File: src/design/ata_pkg.sv
package ata_pkg;

   localparam int SQRT_STEPS   = 32;
   localparam int CORDIC_STEPS = 31;

   localparam logic [32:0] HALF_PI_Q30 = 33'd1686629712;
   localparam logic [16:0] DEG_K_HI    = 17'h1CA5D;
   localparam logic [15:0] DEG_K_LO    = 16'hC1A6;
   localparam logic [63:0] DEG_ROUND   = 64'd1 << 49;
   localparam logic [13:0] MAX_MAG     = 14'd11520;

   typedef struct packed {
      logic        neg;
      logic        zero;
      logic [30:0] p;
      logic [61:0] rem;
      logic [62:0] root;
   } sqrt_data_type;

   typedef struct packed {
      logic        neg;
      logic        zero;
      logic [35:0] u;
      logic [35:0] v;
      logic [32:0] w;
   } cordic_data_type;

   // atan(2^-i) in radians, q30, truncated
   function automatic logic [30:0] atan_q30(input logic [4:0] idx);
      logic [30:0] t;
      case (idx)
         5'd0:    t = 31'h3243F6A8;
         5'd1:    t = 31'h1DAC6705;
         5'd2:    t = 31'h0FADBAFC;
         5'd3:    t = 31'h07F56EA6;
         5'd4:    t = 31'h03FEAB76;
         5'd5:    t = 31'h01FFD55B;
         5'd6:    t = 31'h00FFFAAA;
         5'd7:    t = 31'h007FFF55;
         5'd8:    t = 31'h003FFFEA;
         5'd9:    t = 31'h001FFFFD;
         5'd10:   t = 31'h000FFFFF;
         5'd11:   t = 31'h0007FFFF;
         5'd12:   t = 31'h0003FFFF;
         5'd13:   t = 31'h0001FFFF;
         5'd14:   t = 31'h0000FFFF;
         5'd15:   t = 31'h00007FFF;
         5'd16:   t = 31'h00003FFF;
         5'd17:   t = 31'h00001FFF;
         5'd18:   t = 31'h00000FFF;
         5'd19:   t = 31'h000007FF;
         5'd20:   t = 31'h000003FF;
         5'd21:   t = 31'h000001FF;
         5'd22:   t = 31'h000000FF;
         5'd23:   t = 31'h0000007F;
         5'd24:   t = 31'h0000003F;
         5'd25:   t = 31'h0000001F;
         5'd26:   t = 31'h0000000F;
         5'd27:   t = 31'h00000008;
         5'd28:   t = 31'h00000004;
         5'd29:   t = 31'h00000002;
         5'd30:   t = 31'h00000001;
         default: t = 31'h00000000;
      endcase
      return t;
   endfunction

endpackage

File: src/design/ata_back.sv
module ata_back (
   input  logic                     clock,
   input  logic                     reset,
   input  logic                     advance,
   input  logic                     in_valid,
   input  ata_pkg::cordic_data_type in_data,
   output logic                     out_valid,
   output logic [14:0]              tilt_angle
);

   logic [3:0]  valid_ff;
   logic [3:1]  neg_ff, zero_ff;
   logic [30:0] wc_ff, wc_in;
   logic [46:0] plo_ff;
   logic [47:0] phi_ff;
   logic [63:0] prod;
   logic [13:0] mag_ff, mag_c;
   logic [14:0] tilt_ff, tilt_in;

   // clamp to 0..pi/2
   always_comb begin
      if (in_data.w[32]) begin
         wc_in = '0;
      end else if (in_data.w > ata_pkg::HALF_PI_Q30) begin
         wc_in = ata_pkg::HALF_PI_Q30[30:0];
      end else begin
         wc_in = in_data.w[30:0];
      end
   end

   assign prod = {phi_ff, 16'h0000} + {17'd0, plo_ff} + ata_pkg::DEG_ROUND;

   always_comb begin
      mag_c = (mag_ff > ata_pkg::MAX_MAG) ? ata_pkg::MAX_MAG : mag_ff;
      if (zero_ff[3]) begin
         mag_c = '0;
      end
      tilt_in = neg_ff[3] ? 15'd0 - {1'b0, mag_c} : {1'b0, mag_c};
   end

   always_ff @(posedge clock) begin
      if (reset) begin
         valid_ff <= '0;
      end else if (advance) begin
         valid_ff <= {valid_ff[2:0], in_valid};
      end
   end

   always_ff @(posedge clock) begin
      if (advance) begin
         neg_ff  <= {neg_ff[2:1], in_data.neg};
         zero_ff <= {zero_ff[2:1], in_data.zero};
         wc_ff   <= wc_in;
         plo_ff  <= 47'(wc_ff) * 47'(ata_pkg::DEG_K_LO);
         phi_ff  <= 48'(wc_ff) * 48'(ata_pkg::DEG_K_HI);
         mag_ff  <= prod[63:50];
         tilt_ff <= tilt_in;
      end
   end

   assign out_valid  = valid_ff[3];
   assign tilt_angle = tilt_ff;

endmodule

File: config.mk
export PLATFORM = sky130hd
export DESIGN_NAME = ata_back
export DESIGN_NICKNAME = d
export VERILOG_FILES = /design/src/design/ata_pkg.sv /design/src/design/ata_back.sv
export SDC_FILE = /design/constraint.sdc
export NUM_CORES = 1
export LEC_CHECK = 0
export BUFFER_PORTS_ARGS = -buffer_cell sky130_fd_sc_hd__buf_2
export CELL_PAD_IN_SITES_DETAIL_PLACEMENT = 0
export CELL_PAD_IN_SITES_GLOBAL_PLACEMENT = 1
export CORE_MARGIN = 4
export CORE_UTILIZATION = 40
export CTS_CLUSTER_SIZE = 12
export DETAILED_ROUTE_END_ITERATION = 10
export GPL_ROUTABILITY_DRIVEN = 0
export PLACE_DENSITY = 0.68
export SETUP_SLACK_MARGIN = 0.15
export SLEW_MARGIN = 30
export SYNTH_ARGS = -nofsm -noshare
export SYNTH_HDL_FRONTEND = slang
export SYNTH_SLANG_ARGS = --single-unit
File: constraint.sdc
create_clock -name clock -period 10.5 [get_ports clock]
set_input_delay 2.1 -clock clock [delete_from_list [all_inputs] [get_ports clock]]
set_output_delay 2.1 -clock clock [all_outputs]
set_load 0.02 [all_outputs]
==> results.toml <==
[clock_network]
postCtsSetupBuffers = 0
cts_tree = "yes"
clk_pin_slew_ps = 70
cts_buffers = 17
holdBufCountCts = 0
post_cts_resized = 0
ctsLongestPathBuffers = 2
clkSinkCount = 149
h-tree-depth = 4
root_buffer = "clkbuf_16"
worstSkewPairLatency_ps = 470

[routing]
vias_per_cell = 5.01
num_vias = 14000
dr.pass1.iters = 5
route.detailed.drc = 0
wire_per_inst_um = 18.2
routed_wl_mm = 51.0
antenna_left = 0
drt-initial-drc-count = 646

[synth]
synth_top_cell_by_area = "fa_1"
syn_inst = 2033
syn_area_per_cell_sq_um = 10.8
synthArstFlopShare = 0
yosysWarnings = 0
seq_area_frac_synth = 0.202
synth_top_flop_cell = "edfxtp_1"
synth_cell_type_count = 74
syn_nets = 2869
synth_area_sq_um = 22000
synth_edf_count = 145
synth.area.top_cells = "fa_1 (28%), ha_1 (23%), edfxtp_1 (20%)"
yosys.area.top_type_share = 0.285
synth_seq_cells = 149

[critical_path]
crit_path_max_fanout = 10
critical-path-max-stage-delay_ps = 690
cpMostUsedCell = "fa_1"
r2r-start = "wc_ff[0]$_SDFFCE_PP0P_"
r2r_cells = 19
ff2ff_setup_slack_ps = 3500
setup.worst_path.class = "reg2reg"
cp.arrival_ps = 7220
crit_path_end_kind = "flip-flop"
critPathSlowestCell = "edfxtp_1"
cp.buffers_inverters = 2
timing.rr.end = "phi_ff[47]$_DFFE_PP_"
critPathRequiredTime_ps = 10720
crit_path_start_kind = "flip-flop"
worstPathCellList = "fa_1 > fa_1 > fa_1 > inv_1 > fa_1 > fa_1 > inv_1 > fa_1 > ha_1 > a21o_1 > a21o_1 > a21oi_1 > nor4b_1 > a211oi_1 > o21bai_1 > a31o_2 > o21a_1 > mux2i_1 > nand4_1"
crit_family = "adder cells"

[layout]
layout_commonest_cell = "inv_1"
n_antenna_cell = 0
layout-drive-gt1-share = 0.0571
fillCellCount = 5149
nets = 2924
final_cell_mix = "inv_1 (478), ha_1 (412), fa_1 (313)"
synthToLayoutAreaGrowth_pct = 7.72

[sta]
max_clock_freq_mhz = 143
skew_ps = 13.8
hold_viol = 0
fin_crit_ps = 7000
setup_viol = 0
rsz0062_at_grt = "false"
worst_pin_slew_ps = 842
fin_tns_setup_ps = 0
slew_viol_final = 0
final_min_period_over_clock_period = 0.667
slew_headroom = 0.439

[floorplanning]
core_area_sq_um = 54100
num_io_pins = 127
die_area_sq_um = 58800
die_h_um = 242
start_util = 0.406
dieWidth_um = 242
rows = 85

[run]
max_cap_violations = 0

[place]
dp_hpwl_mm = 44.0
numPortBuffers = 54

[worst_hold_path]
hold_start = "neg_ff[2]$_DFFE_PP_"
hold_path_end = "neg_ff[3]$_DFFE_PP_"
hold_depth = 0
hp-class = "reg2reg"

[grt]
antenna_found_initial = 0
grt_max_degree = 81
grt-ovfl-total = 0
first_global_vias = 15000
grt_pass1_wl_mm = 84.1
grt_usage = 0.183

[outcome]
status = "finished clean"
[worst max path at each step]
| stage | startpoint | to | slack, ps | cells after the start |
|---|---|---|---|---|
| global route | wc_ff[0]$_SDFFCE_PP0P_ | phi_ff[47]$_DFFE_PP_ | 3120 | 19 |
| finish | wc_ff[0]$_SDFFCE_PP0P_ | phi_ff[47]$_DFFE_PP_ | 3500 | 19 |
| global placement | wc_ff[0]$_SDFFCE_PP0P_ | phi_ff[47]$_DFFE_PP_ | 3580 | 19 |
| floorplan | wc_ff[1]$_SDFFCE_PP0P_ | phi_ff[46]$_DFFE_PP_ | 4360 | 21 |
| detailed placement | wc_ff[0]$_SDFFCE_PP0P_ | phi_ff[47]$_DFFE_PP_ | 3510 | 19 |
| CTS | wc_ff[0]$_SDFFCE_PP0P_ | phi_ff[47]$_DFFE_PP_ | 3490 | 19 |
[worst register-to-register path: cells and delay by family (launching register included)]
| family | cells | cell delay (ps) |
|---|---|---|
| AO/OA/AOI/OAI | 7 | 1780 |
| adder cells (fa/ha/maj) | 7 | 3590 |
| buffers and inverters | 2 | 110 |
| flip-flops | 1 | 690 |
| multiplexers | 1 | 200 |
| AND/OR/NAND/NOR | 2 | 380 |
[metal layers]
metal / up-vias / share of wire / GRT usage
li1: 6849 / - / -
met1: 6926 / 0.46 / 0.251
met3: 56 / 0.024 / 0.0240
met2: 169 / 0.48 / 0.301
met4: 0 / 0.030 / 0.0584
met5: - / 0 / 0
[Yosys cell counts (5+ instances only)]
cell      instances
a211oi_1          8
a21o_1           54
a21oi_1          83
a31oi_1          13
and2_1           22
and3_1           12
clkbuf_1         22
edfxtp_1        145
fa_1            313
ha_1            412
inv_1           478
mux2i_1           5
nand2_1          65
nand2b_1          8
nand3_1          26
nand4_1          21
nor2_1           67
nor2b_1           9
nor3_1           13
nor4_1            5
o211ai_1          5
o21a_1           12
o21ai_0          35
o21bai_1         14
o31ai_1           8
or3_1             5
or4_1             6
xnor2_1          67
xor2_1           32
[stage by stage]
stage	worst slack, ps	cell area, sq um	hold slack [ps]	utilization	cells
floorplan	4360	22000	400	-	2033
global placement	3580	23100	405	0.427	2765
CTS	3490	23700	426	0.437	2797
finish	3500	23700	424	0.437	2797
detailed placement	3510	23100	406	0.427	2765
global route	3120	23700	432	0.437	2797
[cell families (layout without fill, tap and decap cells)]
family,after synthesis,after routing,synth area share
and+or+nand+nor,274,274,0.0625
DFF,149,149,0.202
buffers and inverters,501,569,0.0856
xor gates and xnor gates,99,99,0.0394
adders and majority gates,725,725,0.519
muxes,5,5,0.00228
AOI/OAI and AO/OA,280,280,0.0891
[final cells by class]
type	instances	area, sq um	area share
inverters	478	1790	0.0758
clock buffers	17	425	0.0180
multi-input cells	1383	15700	0.662
flip-flops and latches	149	4430	0.187
repair buffers	59	318	0.0134
well taps	696	871	0.0368
clock inverters	15	164	0.00692
[sequential cells by signal, summed over array words and instances (netlist names)]
name        flops
mag_ff         14
neg_ff          3
phi_ff         48
plo_ff         31
tilt_angle     15
valid_ff        4
wc_ff          31
zero_ff         3
Power is left out: the tool's default activity adds up to more than one toggle a clock period on the data nets, which glitch-free logic cannot reach.
