$ cat src/design/ata_pkg.sv
package ata_pkg;

   localparam int SQRT_STEPS   = 32;
   localparam int CORDIC_STEPS = 31;

   localparam logic [32:0] HALF_PI_Q30 = 33'd1686629712;
   localparam logic [16:0] DEG_K_HI    = 17'h1CA5D;
   localparam logic [15:0] DEG_K_LO    = 16'hC1A6;
   localparam logic [63:0] DEG_ROUND   = 64'd1 << 49;
   localparam logic [13:0] MAX_MAG     = 14'd11520;

   typedef struct packed {
      logic        neg;
      logic        zero;
      logic [30:0] p;
      logic [61:0] rem;
      logic [62:0] root;
   } sqrt_data_type;

   typedef struct packed {
      logic        neg;
      logic        zero;
      logic [35:0] u;
      logic [35:0] v;
      logic [32:0] w;
   } cordic_data_type;

   // atan(2^-i) in radians, q30, truncated
   function automatic logic [30:0] atan_q30(input logic [4:0] idx);
      logic [30:0] t;
      case (idx)
         5'd0:    t = 31'h3243F6A8;
         5'd1:    t = 31'h1DAC6705;
         5'd2:    t = 31'h0FADBAFC;
         5'd3:    t = 31'h07F56EA6;
         5'd4:    t = 31'h03FEAB76;
         5'd5:    t = 31'h01FFD55B;
         5'd6:    t = 31'h00FFFAAA;
         5'd7:    t = 31'h007FFF55;
         5'd8:    t = 31'h003FFFEA;
         5'd9:    t = 31'h001FFFFD;
         5'd10:   t = 31'h000FFFFF;
         5'd11:   t = 31'h0007FFFF;
         5'd12:   t = 31'h0003FFFF;
         5'd13:   t = 31'h0001FFFF;
         5'd14:   t = 31'h0000FFFF;
         5'd15:   t = 31'h00007FFF;
         5'd16:   t = 31'h00003FFF;
         5'd17:   t = 31'h00001FFF;
         5'd18:   t = 31'h00000FFF;
         5'd19:   t = 31'h000007FF;
         5'd20:   t = 31'h000003FF;
         5'd21:   t = 31'h000001FF;
         5'd22:   t = 31'h000000FF;
         5'd23:   t = 31'h0000007F;
         5'd24:   t = 31'h0000003F;
         5'd25:   t = 31'h0000001F;
         5'd26:   t = 31'h0000000F;
         5'd27:   t = 31'h00000008;
         5'd28:   t = 31'h00000004;
         5'd29:   t = 31'h00000002;
         5'd30:   t = 31'h00000001;
         default: t = 31'h00000000;
      endcase
      return t;
   endfunction

endpackage

$ cat src/design/ata_front.sv
module ata_front (
   input  logic                   clock,
   input  logic                   reset,
   input  logic                   advance,
   input  logic                   in_valid,
   input  logic [15:0]            accel_x,
   input  logic [15:0]            accel_y,
   input  logic [15:0]            accel_z,
   output logic                   out_valid,
   output ata_pkg::sqrt_data_type out_data
);

   function automatic logic [2:0] msb_pos8(input logic [7:0] b);
      logic [2:0] pos;
      pos = 3'd0;
      for (int i = 0; i < 8; i++) begin
         if (b[i]) begin
            pos = 3'(i);
         end
      end
      return pos;
   endfunction

   logic [5:0] valid_ff, valid_in;

   logic        neg1_ff;
   logic [16:0] ax_ff, ay_ff, az_ff, ax_in, ay_in, az_in;

   logic        neg2_ff;
   logic [16:0] a2_ff;
   logic [30:0] asq2_ff, ysq2_ff, zsq2_ff;
   logic [33:0] asq_full, ysq_full, zsq_full;

   logic        neg3_ff;
   logic [16:0] a3_ff;
   logic [30:0] asq3_ff;
   logic [31:0] ssq3_ff, ssq3_in;

   logic            neg4_ff;
   logic [16:0]     a4_ff;
   logic [31:0]     ssq4_ff, mx4_in;
   logic [3:0]      nz4_ff, nz4_in;
   logic [3:0][2:0] pos4_ff, pos4_in;

   logic        neg5_ff, zero5_ff, zero5_in;
   logic [16:0] a5_ff;
   logic [31:0] ssq5_ff;
   logic [4:0]  sh5_ff, sh5_in, bitpos;
   logic [5:0]  diff;

   ata_pkg::sqrt_data_type data_ff, data_in;
   logic [46:0]            p_wide;

   assign valid_in = {valid_ff[4:0], in_valid};

   always_ff @(posedge clock) begin
      if (reset) begin
         valid_ff <= '0;
      end else if (advance) begin
         valid_ff <= valid_in;
      end
   end

   // absolute values
   always_comb begin
      ax_in = accel_x[15] ? 17'd0 - {accel_x[15], accel_x} : {1'b0, accel_x};
      ay_in = accel_y[15] ? 17'd0 - {accel_y[15], accel_y} : {1'b0, accel_y};
      az_in = accel_z[15] ? 17'd0 - {accel_z[15], accel_z} : {1'b0, accel_z};
   end

   // squares
   assign asq_full = 34'(ax_ff) * 34'(ax_ff);
   assign ysq_full = 34'(ay_ff) * 34'(ay_ff);
   assign zsq_full = 34'(az_ff) * 34'(az_ff);

   assign ssq3_in = {1'b0, ysq2_ff} + {1'b0, zsq2_ff};

   // larger of the two and per-byte leading one
   always_comb begin
      mx4_in = ({1'b0, asq3_ff} > ssq3_ff) ? {1'b0, asq3_ff} : ssq3_ff;
      for (int k = 0; k < 4; k++) begin
         nz4_in[k]  = |mx4_in[8*k +: 8];
         pos4_in[k] = msb_pos8(mx4_in[8*k +: 8]);
      end
   end

   // normalization shift
   always_comb begin
      if (nz4_ff[3]) begin
         bitpos = {2'd3, pos4_ff[3]};
      end else if (nz4_ff[2]) begin
         bitpos = {2'd2, pos4_ff[2]};
      end else if (nz4_ff[1]) begin
         bitpos = {2'd1, pos4_ff[1]};
      end else begin
         bitpos = {2'd0, pos4_ff[0]};
      end
      diff     = 6'd61 - {1'b0, bitpos};
      zero5_in = ~|nz4_ff;
      sh5_in   = zero5_in ? 5'd0 : diff[5:1];
   end

   always_comb begin
      p_wide       = 47'(a5_ff) << sh5_ff;
      data_in.neg  = neg5_ff;
      data_in.zero = zero5_ff;
      data_in.p    = p_wide[30:0];
      data_in.rem  = 62'(ssq5_ff) << {sh5_ff, 1'b0};
      data_in.root = '0;
   end

   always_ff @(posedge clock) begin
      if (advance) begin
         neg1_ff <= accel_x[15];
         ax_ff   <= ax_in;
         ay_ff   <= ay_in;
         az_ff   <= az_in;

         neg2_ff <= neg1_ff;
         a2_ff   <= ax_ff;
         asq2_ff <= asq_full[30:0];
         ysq2_ff <= ysq_full[30:0];
         zsq2_ff <= zsq_full[30:0];

         neg3_ff <= neg2_ff;
         a3_ff   <= a2_ff;
         asq3_ff <= asq2_ff;
         ssq3_ff <= ssq3_in;

         neg4_ff <= neg3_ff;
         a4_ff   <= a3_ff;
         ssq4_ff <= ssq3_ff;
         nz4_ff  <= nz4_in;
         pos4_ff <= pos4_in;

         neg5_ff  <= neg4_ff;
         a5_ff    <= a4_ff;
         ssq5_ff  <= ssq4_ff;
         zero5_ff <= zero5_in;
         sh5_ff   <= sh5_in;

         data_ff <= data_in;
      end
   end

   assign out_valid = valid_ff[5];
   assign out_data  = data_ff;

endmodule

$ cat config.mk
export PLATFORM = sky130hd
export DESIGN_NAME = ata_front
export DESIGN_NICKNAME = d
export VERILOG_FILES = /design/src/design/ata_pkg.sv /design/src/design/ata_front.sv
export SDC_FILE = /design/constraint.sdc
export NUM_CORES = 2
export LEC_CHECK = 0
export BUFFER_PORTS_ARGS = -buffer_cell sky130_fd_sc_hd__buf_2
export CAP_MARGIN = 20
export CORE_MARGIN = 10
export CORE_UTILIZATION = 40
export DETAILED_ROUTE_END_ITERATION = 12
export GPL_ROUTABILITY_DRIVEN = 0
export PLACE_DENSITY = 0.6
export SYNTH_ARGS = -nofsm -noshare
export SYNTH_HDL_FRONTEND = slang
export SYNTH_SLANG_ARGS = --single-unit
$ cat constraint.sdc
create_clock -name clock -period 18.7 [get_ports clock]
set_input_delay 0.935 -clock clock [delete_from_list [all_inputs] [get_ports clock]]
set_output_delay 0.935 -clock clock [all_outputs]
set_load 0.03 [all_outputs]
==> results.json <==
{
  "status": "complete, no violations",
  "post-cts-setup-buffer-count": 0,
  "fill_cells": 10400,
  "max_freq_ghz": 0.151,
  "ys_types": 78,
  "first_pass_iters": 5,
  "synth.most_common_cell": "inv_1",
  "grt-ovfl-total": 0,
  "grt_first_pass_wirelength_um": 160000,
  "slew_viol_final": 0,
  "max-cap-violations": 0,
  "cts_tree": "yes",
  "initial_utilization": 0.405,
  "cp_cell_sequence": "inv_1 > nor2_1 > fa_1 > fa_1 > fa_1 > fa_1 > fa_1 > inv_1 > fa_1 > inv_1 > ha_1 > and4_1 > a221oi_1 > o21ai_1 > a21oi_2 > o21ai_1 > a211oi_2 > a21oi_1 > xnor2_1",
  "synthTopCellsByArea": "edfxtp_1 31%, fa_1 26%, ha_1 10%, inv_1 7.7%, nand2_1 3.1%",
  "crit_path_max_incr_delay_ps": 750,
  "antenna_found_initial": 2,
  "slew-limit-headroom": 0.306,
  "clk_pin_slew_ps": 60,
  "hold_buffers": 0,
  "fin_nets": 5244,
  "wl_um": 95800,
  "worstMarginPinSlew_ps": 1040,
  "seq_area_frac_synth": 0.309,
  "grt_pass1_vias": 30100,
  "crit_arrival_ps": 7020,
  "hpwl_um": 77600,
  "yosysTopAreaCellShare": 0.306,
  "finalCritPeriodShare": 0.355,
  "synth_common_cells": "906 x inv_1, 574 x fa_1, 451 x edfxtp_1",
  "drt_iter0_markers": 1717,
  "rr_worst_depth": 19,
  "die_w_um": 353,
  "synthArstFlopShare": 0,
  "worstSetupEndpointType": "register",
  "cts.sinks": 457,
  "synth_largest_area_cell": "edfxtp_1",
  "grtUsageTotal": 0.157,
  "htree_num_levels": 2,
  "coreArea_um2": 109000,
  "grt_max_degree": 122,
  "area_growth_pct": 8.51,
  "tns_ps": 0,
  "io_buffers": 147,
  "drc": 0,
  "criticalPathCategory": "register to register",
  "clk_latency_ps": 650,
  "num_antenna_cells": 0,
  "clockBufferDepth": 3,
  "required_ps": 19080,
  "start_kind": "register",
  "synth_seq_cells": 457,
  "critical_path.max_fanout": 13,
  "synth_area_per_cell_um2": 10.6,
  "drive_above_1_share": 0.0676,
  "cts-resized-gates": 0,
  "min_period_ps": 6640,
  "crit_top_cell": "fa_1",
  "rows": 121,
  "syn_area_um2": 44200,
  "yosysWarnings": 0,
  "postLayoutCellArea_um2": 48000,
  "root_buffer": "clkbuf_16",
  "rsz0062_at_grt": "no",
  "place_area_um2": 46200,
  "finalSetupViolations": 0,
  "layout_setup_ws_ps": 12060,
  "yosys_most_used_dff": "edfxtp_1",
  "hold_violations": 0,
  "cts_buffers": 52,
  "boundaryPins": 211,
  "synth-edff-count": 451,
  "clock_skew_ps": 63.6,
  "post-place-ws_ps": 12110,
  "whs_path_depth": 0,
  "dieArea_um2": 124000,
  "min_path_type": "register to register",
  "die_h_um": 353,
  "synthCells": 4161,
  "antenna_left": 0,
  "wl_per_cell_um": 16.6,
  "vias_per_cell": 4.88,
  "slowest_stage": "edfxtp_1",
  "num_vias": 28200
}
## layout make-up
type / instances / area (µm²) / area share
clock buffers: 61 / 1340 / 0.0278
inverters: 908 / 3410 / 0.0710
clock inverters: 33 / 412 / 0.00858
repair buffers: 159 / 836 / 0.0174
flip-flops and latches: 457 / 13700 / 0.285
well taps: 1476 / 1850 / 0.0385
multi-input cells: 2687 / 26500 / 0.552
## final timing paths
path	start	slack [ps]	end
min reg2reg	asq2_ff[6]	360	asq3_ff[6]
max	az_ff[8]	12060	zsq2_ff[30]
min	asq2_ff[6]	360	asq3_ff[6]
max reg2reg	az_ff[8]	12060	zsq2_ff[30]
## critical path: cells and delay by family (launching register included)
kind,cells,cell delay (ps)
buffers and inverters,3,390
adder cells (fa/ha/maj),7,3300
AND/OR/NAND/NOR,2,500
XOR/XNOR,1,150
AO/OA/AOI/OAI,6,1290
flip-flops,1,750
## flip-flops by register name (all words and copies together) (netlist names), 4 cells and up
name and cells:
a2_ff 17, a3_ff 17, a4_ff 17, a5_ff 17
asq2_ff 29, asq3_ff 29, ax_ff 17, ay_ff 17
az_ff 17, nz4_ff 4, out_data 95, pos4_ff 8
sh5_ff 5, ssq3_ff 32, ssq4_ff 32, ssq5_ff 32
valid_ff 6, ysq2_ff 30, zsq2_ff 30
## cell families (layout without fill, tap and decap cells)
family,after synthesis,count (layout),synth area share
flip-flops,457,457,0.309
AO/OA/AOI/OAI,513,513,0.0766
other,1,66,0.0000848
buffers and inverters,1082,1161,0.0976
adder cells (fa/ha/maj),927,927,0.360
XOR/XNOR,176,176,0.0349
multiplexers,96,96,0.0256
AND/OR/NAND/NOR,909,909,0.0967
## layer usage
metal	GRT usage	vias up	wire, µm
met5	0	-	0
met4	0.0391	0	2340
met3	0.0242	133	4640
met2	0.273	613	47300
met1	0.204	14000	41500
li1	-	13500	-
## placed cells by master, fill, tap and decap left out, types with 14 or more instances in the layout
cell type and n:
inv_1 906, nor3_1 32, o21ai_0 47, buf_2 146
and3_1 14, a211oi_1 26, nor2b_1 36, xnor2_1 142
clkbuf_16 52, edfxtp_1 451, o21bai_1 15, o21ai_1 57
o21a_1 22, ha_1 353, a21o_1 65, nand3_1 36
mux2i_1 59, a31oi_1 15, xor2_1 34, nand4_1 14
and2_1 174, conb_1 66, a21oi_1 137, nand2_1 368
nor2_1 176, o31ai_1 17, fa_1 574, o22ai_1 26
mux2_2 16, nor4_1 15
## metrics by stage
step | hold WS (ps) | std cells | util
floorplan | 400 | 4226 | -
global placement | 401 | 5687 | 0.423
detailed placement | 405 | 5687 | 0.423
CTS | 354 | 5781 | 0.439
global route | 373 | 5781 | 0.439
finish | 359 | 5781 | 0.439
Power is left out: the tool's default activity adds up to more than one toggle a clock period on the data nets, which glitch-free logic cannot reach.
