### src/design/ata_pkg.sv
package ata_pkg;

   localparam int SQRT_STEPS   = 32;
   localparam int CORDIC_STEPS = 31;

   localparam logic [32:0] HALF_PI_Q30 = 33'd1686629712;
   localparam logic [16:0] DEG_K_HI    = 17'h1CA5D;
   localparam logic [15:0] DEG_K_LO    = 16'hC1A6;
   localparam logic [63:0] DEG_ROUND   = 64'd1 << 49;
   localparam logic [13:0] MAX_MAG     = 14'd11520;

   typedef struct packed {
      logic        neg;
      logic        zero;
      logic [30:0] p;
      logic [61:0] rem;
      logic [62:0] root;
   } sqrt_data_type;

   typedef struct packed {
      logic        neg;
      logic        zero;
      logic [35:0] u;
      logic [35:0] v;
      logic [32:0] w;
   } cordic_data_type;

   // atan(2^-i) in radians, q30, truncated
   function automatic logic [30:0] atan_q30(input logic [4:0] idx);
      logic [30:0] t;
      case (idx)
         5'd0:    t = 31'h3243F6A8;
         5'd1:    t = 31'h1DAC6705;
         5'd2:    t = 31'h0FADBAFC;
         5'd3:    t = 31'h07F56EA6;
         5'd4:    t = 31'h03FEAB76;
         5'd5:    t = 31'h01FFD55B;
         5'd6:    t = 31'h00FFFAAA;
         5'd7:    t = 31'h007FFF55;
         5'd8:    t = 31'h003FFFEA;
         5'd9:    t = 31'h001FFFFD;
         5'd10:   t = 31'h000FFFFF;
         5'd11:   t = 31'h0007FFFF;
         5'd12:   t = 31'h0003FFFF;
         5'd13:   t = 31'h0001FFFF;
         5'd14:   t = 31'h0000FFFF;
         5'd15:   t = 31'h00007FFF;
         5'd16:   t = 31'h00003FFF;
         5'd17:   t = 31'h00001FFF;
         5'd18:   t = 31'h00000FFF;
         5'd19:   t = 31'h000007FF;
         5'd20:   t = 31'h000003FF;
         5'd21:   t = 31'h000001FF;
         5'd22:   t = 31'h000000FF;
         5'd23:   t = 31'h0000007F;
         5'd24:   t = 31'h0000003F;
         5'd25:   t = 31'h0000001F;
         5'd26:   t = 31'h0000000F;
         5'd27:   t = 31'h00000008;
         5'd28:   t = 31'h00000004;
         5'd29:   t = 31'h00000002;
         5'd30:   t = 31'h00000001;
         default: t = 31'h00000000;
      endcase
      return t;
   endfunction

endpackage

### src/design/ata_sqrt_cell.sv
module ata_sqrt_cell (
   input  logic                   clock,
   input  logic                   reset,
   input  logic                   advance,
   input  logic [4:0]             stage_idx,
   input  logic                   in_valid,
   input  ata_pkg::sqrt_data_type in_data,
   output logic                   out_valid,
   output ata_pkg::sqrt_data_type out_data
);

   logic                   valid_ff;
   ata_pkg::sqrt_data_type data_ff, data_in;
   logic [5:0]             shamt;
   logic [63:0]            bit_w, trial;
   logic [62:0]            root_half;

   always_comb begin
      shamt     = 6'd62 - {stage_idx, 1'b0};
      bit_w     = 64'd1 << shamt;
      trial     = {1'b0, in_data.root} + bit_w;
      root_half = {1'b0, in_data.root[62:1]};
      data_in   = in_data;
      if ({2'b00, in_data.rem} >= trial) begin
         data_in.rem  = in_data.rem - trial[61:0];
         data_in.root = root_half + bit_w[62:0];
      end else begin
         data_in.root = root_half;
      end
   end

   always_ff @(posedge clock) begin
      if (reset) begin
         valid_ff <= 1'b0;
      end else if (advance) begin
         valid_ff <= in_valid;
      end
   end

   always_ff @(posedge clock) begin
      if (advance) begin
         data_ff <= data_in;
      end
   end

   assign out_valid = valid_ff;
   assign out_data  = data_ff;

endmodule

### config.mk
export PLATFORM = sky130hd
export DESIGN_NAME = ata_sqrt_cell
export DESIGN_NICKNAME = d
export VERILOG_FILES = /design/src/design/ata_pkg.sv /design/src/design/ata_sqrt_cell.sv
export SDC_FILE = /design/constraint.sdc
export NUM_CORES = 1
export LEC_CHECK = 0
export BUFFER_PORTS_ARGS = -buffer_cell sky130_fd_sc_hd__buf_2
export CORE_UTILIZATION = 50
export CTS_BUF_LIST = sky130_fd_sc_hd__clkbuf_4 sky130_fd_sc_hd__clkbuf_8
export CTS_CLUSTER_SIZE = 28
export DETAILED_ROUTE_END_ITERATION = 8
export PLACE_DENSITY = 0.83
export SLEW_MARGIN = 20
export SYNTH_ARGS = -nofsm -noshare
export SYNTH_HDL_FRONTEND = slang
export SYNTH_SLANG_ARGS = --single-unit
export TNS_END_PERCENT = 10
### constraint.sdc
create_clock -name clock -period 9.15 [get_ports clock]
set_input_delay 0.915 -clock clock [delete_from_list [all_inputs] [get_ports clock]]
set_output_delay 0.915 -clock clock [all_outputs]
set_load 0.02 [all_outputs]
==> flow_summary.toml, run 1 <==
[status]
status = "finished, final reports clean"

[global_route]
grt_max_degree = 90
grt_first_pass_wirelength_um = 71710
grt_util_all_layers = 0.2948
grt_overflow_total = 0
grt_antenna_before_repair = 2
first_global_vias = 13690

[layout]
num-nets-final = 2339
finish.utilization = 0.5835
layout_common_cells = "324 x sky130_fd_sc_hd__buf_2, 222 x sky130_fd_sc_hd__nand2_1, 171 x sky130_fd_sc_hd__o21ai_0, 169 x sky130_fd_sc_hd__nor2_1, 158 x sky130_fd_sc_hd__edfxtp_1"
layout_commonest_cell = "sky130_fd_sc_hd__buf_2"
flow.area_growth_from_synthesis_pct = 14.93
layout-drive-gt1-share = 0.1989
fillers = 2678

[place]
half_perimeter_wire_length_after_placement_um = 37070
buffer_ports.inserted = 325
preCtsSetupSlack_ns = 1.156
place_congestion = 0.9954

[clocking]
cts_tree = "done"
ctsResizeCount = 0
clk-insertion-delay-late_ns = 0.48
postCtsSetupRepairBufs = 0
clock_transition_time_at_the_flip_flop_clock_pins_of_the_worst_setup_and_hold_paths_ns = 0.10
cts_buffer_depth = 2
hold_fix_buffers_cts = 0
clockRootBuffer = "sky130_fd_sc_hd__clkbuf_8"
cts.sinks = 159
h-tree-depth = 4
number_of_buffers_created_by_cts = 17

[synth]
ys.warnings.count = 0
ys_seq_elements = 159
synth_cells = 1778
dominantRegCellSynth = "sky130_fd_sc_hd__edfxtp_1"
avgSynthCellArea_sq_um = 8.440
synth_edf_count = 158
synthDistinctLibCells = 81
synth_fp_nets = 2069
ys_async_sr_fraction = 0
synth_seq_area_share = 0.3175
synth_area_sq_mm = 0.01501

[routing]
avgViaCountPerCell = 6.069
detail_route.wirelength_um = 46500
post-route-drc-count = 0
total_iterations_of_the_first_detailed_routing_run = 6
initialDrtViolationCount = 1298
wire_per_inst_um = 18.95
wl_met1_um = 21270
antenna_violating_nets_post_route = 0
vias_after_detailed_routing = 14890
detailroute.wirelength.met3_um = 3483
highest-signal-layer = "met4"
met2_layer_wire_length_in_the_routed_design_um = 20660

[pwr]
swShare = 0.3766
power.sequential.fraction = 0.399
vdd_ir_drop_max_uv = 74.83
pwr_density_cell_mw_per_mm2 = 132.6
power_switching_uw = 861.1
pwr-share-clk = 0.252
p_comb_frac = 0.348
cellInternalPower_uw = 1425
static_leakage_uw = 0.007185

[timing]
maxClockFrequency_ghz = 0.1326
worst_clock_skew_ns = 0
final.setup.tns_ns = 0
setup_viol = 0
whs_ns = 0.5096
final-max-slew-violation-count = 0
hold_viol = 0
worst-slew-pin-transition_ns = 1.034
rsz0062_at_grt = "no"
finalWorstSetupSlack_ns = 1.608
max_slew_margin = 0.3104
fin_crit_ns = 7.542
timing.final.crit_share = 0.8242

[hold_path]
min_path_type = "flip-flop to flip-flop"
min_from = "out_valid"
holdPathStages = 2

[setup_path]
worst_r2r_startpoint = "out_valid"
worstSetupStartpoint = "stage_idx[0]"
critical_path.startpoint_type = "input port"
reg2reg_depth = 2
critPathArrivalTime_ns = 7.79
crit_required_ns = 9.40
largest_stage_delay_on_the_critical_path_ns = 0.69
crit_type = "input port to flip-flop"
crit_fanout = 75
critical_path.slowest_cell = "sky130_fd_sc_hd__or2_4"
crit_chain = "buf_2 -> or3b_2 -> nor2_1 -> ha_1 -> nand4_1 -> or3_1 -> a2111oi_0 -> a21bo_2 -> nand3_1 -> a41o_1 -> a21oi_1 -> o21ai_0 -> mux2_2 -> a2111oi_0 -> ha_1 -> a21o_1 -> nor3_1 -> o311ai_0 -> o221ai_1 -> a21o_1 -> or2_4 -> buf_4 -> nor2_1 -> xor2_1"
end_kind = "flip-flop"

[die]
floorplan.rows = 63
die_x_um = 175.2
pin_count = 326
overall_die_area_sq_mm = 0.03071
chipHeight_um = 175.2
start_util = 0.5077
coreArea_sq_mm = 0.02956

[job]
cap_viol_max_count = 0
-- registers in the layout, summed over array words and instances, names as in the netlist --
signal and count:
out_data 158, out_valid 1
-- final cells by class --
type	count	area, sq um	area share
sequential	159	4765	0.2762
timing repair buffer	330	1683	0.09757
tap	390	488.0	0.02829
inverter	36	135.1	0.007835
clock inverter	15	177.7	0.01030
multi-input combinational	1504	9758	0.5658
antenna	3	7.507	0.0004353
clock buffer	17	234.0	0.01357
-- metrics by stage --
stage | area, sq um | instances | power, uW
3_3_place_gp | 16830 | 2419 | 1698
4_1_cts | 17240 | 2451 | 2284
2_1_floorplan | 15010 | 1778 | 1452
5_1_grt | 17250 | 2453 | 2389
3_5_place_dp | 16830 | 2419 | 1709
6_report | 17250 | 2454 | 2286
-- critical path: cells and delay by family --
kind / cells / cell delay (ns)
compound gates: 10 / 2.67
xor+xnor: 1 / 0.15
fa+ha+maj: 2 / 0.61
buf+inv: 2 / 0.63
mux: 1 / 0.39
simple gates: 8 / 2.39
-- final timing paths --
path | to | slack, ns
worst min register to register | out_valid | 0.51
worst max-delay path | out_data[3] | 1.61
worst max register to register | out_valid | 8.55
worst min-delay path | out_valid | 0.51
-- kinds of logic after synthesis --
| family | Yosys count | synth area share |
|---|---|---|
| AND/OR/NAND/NOR | 636 | 0.1999 |
| multiplexers | 4 | 0.002835 |
| flip-flops | 159 | 0.3175 |
| buffers and inverters | 115 | 0.03243 |
| adder cells (fa/ha/maj) | 126 | 0.1052 |
| XOR/XNOR | 172 | 0.1004 |
| AO/OA/AOI/OAI | 566 | 0.2418 |
-- power by group through the flow --
stage	clock [uW]	sequential, uW	combinational [uW]
final	577	913	797
after detailed placement	0	929	780
after global routing	607	919	862
after global placement	0	928	770
after CTS	586	913	785
after floorplan	0	1030	425
-- cell usage after synthesis, types with 17 or more instances --
cell type / instances / area [sq um]
sky130_fd_sc_hd__nand3_1: 36 / 180.2
sky130_fd_sc_hd__buf_2: 20 / 100.1
sky130_fd_sc_hd__o21a_1: 17 / 127.6
sky130_fd_sc_hd__o21ai_0: 171 / 855.8
sky130_fd_sc_hd__nand2b_1: 18 / 112.6
sky130_fd_sc_hd__nor2_1: 169 / 634.4
sky130_fd_sc_hd__clkbuf_1: 54 / 202.7
sky130_fd_sc_hd__nand2_1: 222 / 833.3
sky130_fd_sc_hd__a31oi_1: 55 / 344.1
sky130_fd_sc_hd__ha_1: 123 / 1539
sky130_fd_sc_hd__a21oi_1: 120 / 600.6
sky130_fd_sc_hd__xnor2_1: 76 / 665.6
sky130_fd_sc_hd__xor2_1: 96 / 840.8
sky130_fd_sc_hd__edfxtp_1: 158 / 4745
sky130_fd_sc_hd__a21o_1: 45 / 337.8
sky130_fd_sc_hd__nor2b_1: 18 / 112.6
sky130_fd_sc_hd__inv_1: 35 / 131.4
sky130_fd_sc_hd__o21bai_1: 20 / 150.1
sky130_fd_sc_hd__a31o_2: 20 / 175.2
sky130_fd_sc_hd__nor3_1: 31 / 155.2
sky130_fd_sc_hd__o211ai_1: 18 / 135.1
sky130_fd_sc_hd__nand4_1: 43 / 269.0
-- layer usage --
| metal | up-vias | GRT usage |
|---|---|---|
| met5 | - | 0 |
| met4 | 0 | 0.08768 |
| met3 | 77 | 0.03612 |
| met2 | 677 | 0.4643 |
| met1 | 6960 | 0.4215 |
| li1 | 7180 | - |
Power figures use the tool's default switching activity.
==> inputs of run 2 (changes only) <==
--- a/config.mk
+++ b/config.mk
@@ -10,7 +10,7 @@
 export CTS_BUF_LIST = sky130_fd_sc_hd__clkbuf_4 sky130_fd_sc_hd__clkbuf_8
 export CTS_CLUSTER_SIZE = 28
 export DETAILED_ROUTE_END_ITERATION = 8
-export PLACE_DENSITY = 0.83
+export PLACE_DENSITY = 0.86
 export SLEW_MARGIN = 20
 export SYNTH_ARGS = -nofsm -noshare
 export SYNTH_HDL_FRONTEND = slang
==> constraint.sdc (replaced) <==
create_clock -name clock -period 6 [get_ports clock]
set_input_delay 0.6 -clock clock [delete_from_list [all_inputs] [get_ports clock]]
set_output_delay 0.6 -clock clock [all_outputs]
set_load 0.02 [all_outputs]
==> run 2 against run 1 <==
Net effect:
- register-to-register slack got worse by 3.2 ns
- sequential cell count did not move
- first-iteration DRC count rose by 25%
- critical path type unchanged
==> flow_summary.toml, run 2 (synthesized netlist as in run 1, its figures left out) <==
[place]
preCtsSetupSlack_ns = -0.5658
buffer_ports.inserted = 325
half_perimeter_wire_length_after_placement_um = 41390
place_congestion = 0.9703
dpl_cell_area_sq_mm = 0.01921

[timing]
final-max-slew-violation-count = 0
maxClockFrequency_ghz = 0.1682
fin_crit_ns = 5.944
setup_viol = 0
finalWorstSetupSlack_ns = 0.05555
hold_viol = 0
worst_clock_skew_ns = 0
rsz0062_at_grt = "yes"
timing.final.crit_share = 0.9907
max_slew_margin = 0.3545
final.setup.tns_ns = 0
worst-slew-pin-transition_ns = 0.9683

[global_route]
grt_util_all_layers = 0.3299
first_global_vias = 15470
grt_max_degree = 76
grt_overflow_total = 0
grt_antenna_before_repair = 5
grt_first_pass_wirelength_um = 80110

[die]
die_x_um = 175.2
start_util = 0.5077
overall_die_area_sq_mm = 0.03071
pin_count = 326
floorplan.rows = 63
coreArea_sq_mm = 0.02956
chipHeight_um = 175.2

[layout]
layout_commonest_cell = "sky130_fd_sc_hd__buf_2"
layout-drive-gt1-share = 0.3293
finish.utilization = 0.6804
num-nets-final = 2659
postLayoutCellArea_sq_mm = 0.02011
flow.area_growth_from_synthesis_pct = 34.02
number_of_flip_flops_in_the_largest_register = 158
layout_common_cells = "324 x sky130_fd_sc_hd__buf_2, 315 x sky130_fd_sc_hd__buf_4, 221 x sky130_fd_sc_hd__nand2_1, 160 x sky130_fd_sc_hd__o21ai_0, 158 x sky130_fd_sc_hd__edfxtp_1"

[pwr]
pwr_density_cell_mw_per_mm2 = 188.0
vdd_ir_drop_max_uv = 115.2
power_uw = 3780
static_leakage_uw = 0.008850

[clocking]
cts_tree = "done"
number_of_buffers_created_by_cts = 17
clk-insertion-delay-late_ns = 0.49
h-tree-depth = 4
cts_buffer_depth = 2
clock_transition_time_at_the_flip_flop_clock_pins_of_the_worst_setup_and_hold_paths_ns = 0.10
cts.sinks = 159
clockRootBuffer = "sky130_fd_sc_hd__clkbuf_8"

[routing]
detail_route.wirelength_um = 52940
antenna_violating_nets_post_route = 0
post-route-drc-count = 0
avgViaCountPerCell = 6.040
total_iterations_of_the_first_detailed_routing_run = 5
initialDrtViolationCount = 1617
wire_per_inst_um = 19.08
vias_after_detailed_routing = 16760

[setup_path]
largest_stage_delay_on_the_critical_path_ns = 0.33
worst_path_most_repeated_cell = "sky130_fd_sc_hd__a21o_1"
critical_path.slowest_cell = "sky130_fd_sc_hd__xor2_1"
critical_path.startpoint_type = "input port"
critPathArrivalTime_ns = 6.20
crit_required_ns = 6.25
reg2reg_depth = 2
crit_type = "input port to flip-flop"
end_kind = "flip-flop"
crit_fanout = 9

[hold_path]
holdPathStages = 2
min_path_type = "input port to flip-flop"

[status]
status = "finished, final reports clean"

[job]
cap_viol_max_count = 0
## run 2: cell count changes in the layout (fill, tap and decap cells not counted), sizes merged
cell      previous run  this run
inv                 43        45
clkbuf              17        20
clkinvlp             2         1
buf                330       647
clkinv               4         3
diode                3         4
## run 2: metrics by stage
step	instances	hold slack (ns)
5_1_grt	2775	0.2317
3_5_place_dp	2725	0.5075
6_report	2775	0.2574
4_1_cts	2757	0.2364
2_1_floorplan	1778	0.5788
3_3_place_gp	2725	0.4678
## run 2: worst paths after layout
kind | start | end | slack [ns]
worst max-delay path | stage_idx[1] | out_data[56] | 0.06
worst min-delay path | reset | out_valid | 0.26
worst max register to register | out_valid | out_valid | 5.38
worst min register to register | out_valid | out_valid | 0.53
## run 2: metal layers
layer | vias up | GRT usage | wire length [um]
met1 | 7769 | 0.4592 | 22290
met3 | 154 | 0.04069 | 5287
met2 | 1015 | 0.5136 | 23400
li1 | 7823 | - | -
met5 | - | 0 | 0
met4 | 0 | 0.1446 | 1959
## run 2: critical path: cells and delay by family
family / cells / cell delay [ns]
fa+ha+maj: 2 / 0.57
compound gates: 14 / 2.79
simple gates: 7 / 1.14
buf+inv: 5 / 0.75
xor+xnor: 1 / 0.33
## run 2: cell type report
| cell class | count | area [sq um] |
|---|---|---|
| diodes | 4 | 10.01 |
| clock buffers | 17 | 234.0 |
| clock inverters | 15 | 175.2 |
| fillers | 2400 | 9448 |
| inverters | 36 | 135.1 |
| multi-input cells | 1504 | 10120 |
| flip-flops and latches | 159 | 4765 |
| well taps | 390 | 488.0 |
| repair buffers | 650 | 4184 |
## run 2: timing repair
action | in CTS | in global routing
setup endpoints to repair | 2 | 125
hold buffers | 0 | 0
resized for setup | 3 | 74
cloned | 0 | 2
setup buffers | 0 | 12
endpoints found under the hold margin | 0 | 0
pin swaps | 0 | 29
## run 2: power breakdown
part           switching [uW]  total, uW  internal [uW]
Clock                     502        888            386
Combinational             885       1500            617
Sequential               30.3       1390           1360
Total                    1420       3780           2360
